File: config.mk
export PLATFORM = sky130hd
export DESIGN_NAME = rfc_ctrl
export DESIGN_NICKNAME = d
export VERILOG_FILES = /design/src/rtl/rfc_pkg.sv /design/src/rtl/rfc_ctrl.sv
export SDC_FILE = /design/constraint.sdc
export NUM_CORES = 1
export LEC_CHECK = 0
export BUFFER_PORTS_ARGS = -buffer_cell sky130_fd_sc_hd__buf_2
export CAP_MARGIN = 20
export CORE_AREA = 2 2 39 41
export CTS_CLUSTER_DIAMETER = 150
export DETAILED_ROUTE_END_ITERATION = 10
export DIE_AREA = 0 0 41 43
export SLEW_MARGIN = 20
export SYNTH_ARGS = -nofsm -noshare
export SYNTH_HDL_FRONTEND = slang
export SYNTH_SLANG_ARGS = --single-unit
File: constraint.sdc
create_clock -name i_clk -period 1.8 [get_ports i_clk]
set_input_delay 0.09 -clock i_clk [delete_from_list [all_inputs] [get_ports i_clk]]
set_output_delay 0.09 -clock i_clk [all_outputs]
set_load 0.01 [all_outputs]
File: src/rtl/rfc_pkg.sv
// rfc_pkg: shared constants, codes and control structs of the frame cache
// used by rfc_ctrl, rfc_dp and retransmit_frame_cache
package rfc_pkg;

    localparam int unsigned Depth = 64;
    localparam int unsigned PtrW = $clog2(Depth);
    localparam int unsigned CntW = $clog2(Depth + 1);

    localparam logic [1:0] OP_STORE  = 2'd0;
    localparam logic [1:0] OP_FIND   = 2'd1;
    localparam logic [1:0] OP_CLEAR  = 2'd2;
    localparam logic [1:0] OP_UNUSED = 2'd3;

    localparam logic CFG_MAX_FRAMES = 1'b0;
    localparam logic CFG_RETENTION  = 1'b1;

    localparam logic [31:0] RetentionReset = 32'd1000;

    // commands from controller to datapath
    typedef struct packed {
        logic latch;        // capture the input beat
        logic clear;        // empty the ring
        logic pop;          // drop head entry
        logic write;        // append latched entry
        logic scan_start;   // reset scan offset, start reading head
        logic scan_step;    // advance scan offset
        logic hit;          // record hit for current scanned entry
        logic miss;         // record a miss
        logic rd_head;      // issue memory read at head
    } t_cmd;

    // status from datapath to controller
    typedef struct packed {
        logic empty_frame;  // store with zero count or length
        logic full;
        logic expired;      // head entry (read data) has expired
        logic over_limit;
        logic has_entries;
        logic match;        // scanned entry matches query
        logic scan_last;    // scanned entry is the newest
    } t_sts;

endpackage

File: src/rtl/rfc_ctrl.sv
// rfc_ctrl: operation sequencer of the frame cache
// depends on rfc_pkg
module rfc_ctrl (
    input  logic          i_clk,
    input  logic          i_rst_n,
    input  logic          i_in_valid,
    output logic          o_in_stall,
    input  logic [1:0]    i_op_q,
    input  rfc_pkg::t_sts i_sts,
    output rfc_pkg::t_cmd o_cmd,
    output logic          o_out_valid,
    input  logic          i_out_stall
);
    // read data of the ring is registered and arrives in the cycle after its address
    typedef enum logic [2:0] {
        S_IDLE, S_DECODE, S_HEAD, S_READ, S_EXPIRE, S_LIMIT, S_SCAN, S_DONE
    } t_state;

    t_state r_state, n_state;
    logic   r_out_valid, n_out_valid;
    logic   w_accept;

    assign o_in_stall = (r_state != S_IDLE) || (r_out_valid && i_out_stall);
    assign w_accept   = i_in_valid && !o_in_stall;

    always_comb begin
        n_state     = r_state;
        n_out_valid = r_out_valid;
        o_cmd       = '0;
        if (r_out_valid && !i_out_stall)
            n_out_valid = 1'b0;
        unique case (r_state)
            S_IDLE: begin
                if (w_accept) begin
                    o_cmd.latch   = 1'b1;
                    o_cmd.rd_head = 1'b1;
                    n_state       = S_DECODE;
                end
            end
            S_DECODE: begin
                case (i_op_q)
                    rfc_pkg::OP_STORE: begin
                        if (i_sts.empty_frame) begin
                            n_state = S_DONE;
                        end else if (i_sts.full) begin
                            o_cmd.pop     = 1'b1;
                            o_cmd.rd_head = 1'b1;
                            n_state       = S_HEAD;
                        end else begin
                            n_state = S_HEAD;
                        end
                    end
                    rfc_pkg::OP_FIND: begin
                        if (i_sts.has_entries) begin
                            o_cmd.scan_start = 1'b1;
                            n_state          = S_SCAN;
                        end else begin
                            o_cmd.miss = 1'b1;
                            n_state    = S_DONE;
                        end
                    end
                    rfc_pkg::OP_CLEAR: begin
                        o_cmd.clear = 1'b1;
                        n_state     = S_DONE;
                    end
                    default: n_state = S_DONE;
                endcase
            end
            S_HEAD: begin
                // append; into an empty ring the new slot is the head
                o_cmd.write = 1'b1;
                n_state     = S_READ;
            end
            S_READ: begin
                o_cmd.rd_head = 1'b1;
                n_state       = S_EXPIRE;
            end
            S_EXPIRE: begin
                // one expired head dropped per cycle, next head read behind it
                o_cmd.rd_head = 1'b1;
                if (i_sts.expired)
                    o_cmd.pop = 1'b1;
                else
                    n_state = S_LIMIT;
            end
            S_LIMIT: begin
                o_cmd.rd_head = 1'b1;
                if (i_sts.over_limit)
                    o_cmd.pop = 1'b1;
                else
                    n_state = S_DONE;
            end
            S_SCAN: begin
                if (i_sts.match) begin
                    o_cmd.hit = 1'b1;
                    n_state   = S_DONE;
                end else if (i_sts.scan_last) begin
                    o_cmd.miss = 1'b1;
                    n_state    = S_DONE;
                end else begin
                    o_cmd.scan_step = 1'b1;
                    n_state         = S_SCAN;
                end
            end
            S_DONE: begin
                n_out_valid = 1'b1;
                n_state     = S_IDLE;
            end
            default: n_state = S_IDLE;
        endcase
    end

    always_ff @(posedge i_clk) begin
        if (!i_rst_n) begin
            r_state     <= S_IDLE;
            r_out_valid <= 1'b0;
        end else begin
            r_state     <= n_state;
            r_out_valid <= n_out_valid;
        end
    end

    assign o_out_valid = r_out_valid;
endmodule

==> flow_summary.yaml <==
status:
  outcome: "completed"
timing:
  slew_viol_final: 0
  skew_ns: 0.001787
  setup_viol: 0
  timing_hold_violations_final: 0
  worstMarginPinSlew_ns: 0.2927
  fin_setup_tns_ns: 0
  rsz_0062_raised_after_global_routing: "false"
  layout_worst_path_cycle_share_pct: 93.22
  worst_slew_margin_rel_pct: 80.46
  maxClockFrequency_ghz: 0.5960
  layout_min_cycle_time_ns: 1.678
  worst_slack_ns: 0.1220
global_route:
  grt_antenna_before_repair: 0
  grt.total_usage_pct: 13.94
  largest_net_degree_at_the_start_of_global_routing: 10
  globalRoute.totalOverflow: 0
  number_of_global_route_vias_before_repair: 405
  grt_first_pass_wirelength_mm: 1.593
final_layout:
  area_growth_pct: 37.93
  finish.instance_area_um2: 600.6
  layout.nets: 98
  drive_above_1_share_pct: 49.37
  antenna_cells_inserted: 0
logic_synthesis:
  yosysUniqueCellTypes: 32
  postSynth.topFlopCell: "sky130_fd_sc_hd__dfxtp_1"
  yosysSeqAreaShare_pct: 18.39
  synth.area.top_cells: "sky130_fd_sc_hd__dfxtp_1 (18%), sky130_fd_sc_hd__ha_1 (11%), sky130_fd_sc_hd__nand2_1 (6.0%)"
  synth-edff-count: 0
  synthDominantAreaCellType: "sky130_fd_sc_hd__dfxtp_1"
  syn_inst: 53
  postSynthAreaPerCell_um2: 8.215
  synth_seq_cells: 4
  mappedNetlistArea_um2: 435.4
  synth_nets: 70
  yosys.area.top_type_share_pct: 18.39
  synth-warning-count: 0
  netlist_top_cells_count: "sky130_fd_sc_hd__nand2_1 (7), sky130_fd_sc_hd__dfxtp_1 (4), sky130_fd_sc_hd__ha_1 (4), sky130_fd_sc_hd__o21ai_0 (4)"
  ys_async_sr_fraction_pct: 0
  synth_most_common_cell: "sky130_fd_sc_hd__nand2_1"
route:
  post_drt_via_cell_ratio: 4.926
  post-route-drc-count: 0
  initialDrtViolationCount: 0
  drt-wirelength-per-cell_um: 11.51
  via_count: 468
  route.final.wire_length_mm: 1.093
  dr.pass1.iters: 1
  ant_nets: 0
die:
  rows: 14
  fp.dieArea_mm2: 0.001763
  design.core.area_mm2: 0.001384
  die_height_um: 43
  initial_utilization_pct: 31.46
  chip_width_um: 41
  number_of_top_level_design_ports: 24
placed_design:
  gpl.final_weighted_congestion: 0.7965
  io_buffers: 23
  detailedPlace.worstSlack_ns: 0.2192
  placed_area_um2: 573.1
  place_hpwl_um: 911.2
critical_path:
  arrival_ns: 1.59
  cpMaxStageDelayCell: "sky130_fd_sc_hd__or3_1"
  timing.setup.critical_path_class: "register to primary output"
  worst_setup_path_end_kind: "primary output"
  crit_path_cell_trace: "inv_1 -> ha_1 -> or3_1 -> o21ai_0 -> nand3b_1 -> buf_2"
  crit_path_max_fanout: 5
  worst-endpoint-required_ns: 1.71
  crit_path_max_incr_delay_ns: 0.38
  startpoint_type: "register"
clocking:
  cts-root-to-sink-buffers: 2
  cts-htree-levels: 1
  clock-sinks: 4
  clock_insertion_delay_worst_skew_ns: 0.23
  tritoncts: "built"
  clk_pin_slew_ns: 0.04
  clk_root_buffer_cell: "sky130_fd_sc_hd__clkbuf_4"
  cts_setup_buffers: 0
  numCtsBuffers: 3
power:
  p_per_area_mw_per_mm2: 1257
  total_leakage_power_nw: 0.3322
  ir_drop_mv: 0.6114
run:
  max_cap_viol_count: 0
worst_hold_path:
  worstHoldPathType: "primary input to register"
path summary, 6_finish.rpt:
kind	from	to	slack (ns)	cells past startpoint
max	r_state[0]	o_cmd[0]	0.12	6
min	i_rst_n	r_state[1]	0.13	2
max reg2reg	r_state[0]	r_state[2]	0.33	6
min reg2reg	o_out_valid	o_out_valid	0.53	2
layer usage:
| metal | track usage [%] | part of all wire, % |
|---|---|---|
| met1 | 14.74 | 47 |
| met3 | 3.141 | 5.5 |
| met5 | 0 | 0 |
| met2 | 21.56 | 47 |
| met4 | 12.00 | 0.73 |
critical path: cells and delay by family, from the launching register on:
kind / cells / cell delay, ns
compound gates: 1 / 0.10
fa+ha+maj: 1 / 0.24
buf+inv: 2 / 0.20
flops: 1 / 0.34
simple gates: 2 / 0.47
timing repair:
action / in CTS / in global routing
endpoints found under the setup margin: 0 / 1
resized for setup: 0 / 3
hold buffers: 0 / 0
through the flow:
stage / total power [W] / utilization [%] / cells / hold slack, ns
floorplan: 0.0005032 / - / 53 / 0.2182
global placement: 0.0006386 / 41.41 / 92 / 0.3665
detailed placement: 0.0006424 / 41.41 / 92 / 0.3619
CTS: 0.0007618 / 43.04 / 95 / 0.1186
global route: 0.0008296 / 43.40 / 95 / 0.1202
finish: 0.0007550 / 43.40 / 95 / 0.1336
report_power, final:
group          internal [W]  switching, W  total, W
clock network     0.0000746     0.0000367  0.000111
registers          0.000118     0.0000336  0.000152
logic              0.000235      0.000257  0.000492
kinds of logic (layout without fill, tap and decap cells):
kind of cell    count (synthesis)  count (layout)  share of synthesized area [%]
fa+ha+maj                       4               4                          11.49
flops                           4               4                          18.39
mux                             1               1                          2.299
compound gates                 18              18                          34.77
buf+inv                         4              30                          3.734
simple gates                   22              22                          29.31
state kept, by name, indices dropped and copies added (netlist names):
| signal | flops |
|---|---|
| o_out_valid | 1 |
| r_state | 3 |
cell usage in the layout, fill, tap and decap left out, types with 3 or more instances in the layout:
| cell | netlist | final |
|---|---|---|
| sky130_fd_sc_hd__nand2_1 | 7 | 7 |
| sky130_fd_sc_hd__o21ai_0 | 4 | 4 |
| sky130_fd_sc_hd__buf_2 | 1 | 23 |
| sky130_fd_sc_hd__nor2_1 | 3 | 3 |
| sky130_fd_sc_hd__and3_1 | 3 | 3 |
| sky130_fd_sc_hd__clkbuf_4 | 0 | 3 |
| sky130_fd_sc_hd__ha_1 | 4 | 3 |
area by class of cell:
| class | instances | area, um2 |
|---|---|---|
| repair buffers | 24 | 122.6 |
| multi-input cells | 45 | 341.6 |
| fillers | 154 | 783.3 |
| inverters | 3 | 11.26 |
| clock buffers | 3 | 22.52 |
| flip-flops and latches | 4 | 82.58 |
| well taps | 16 | 20.02 |
(Power assumes the default switching activity.)
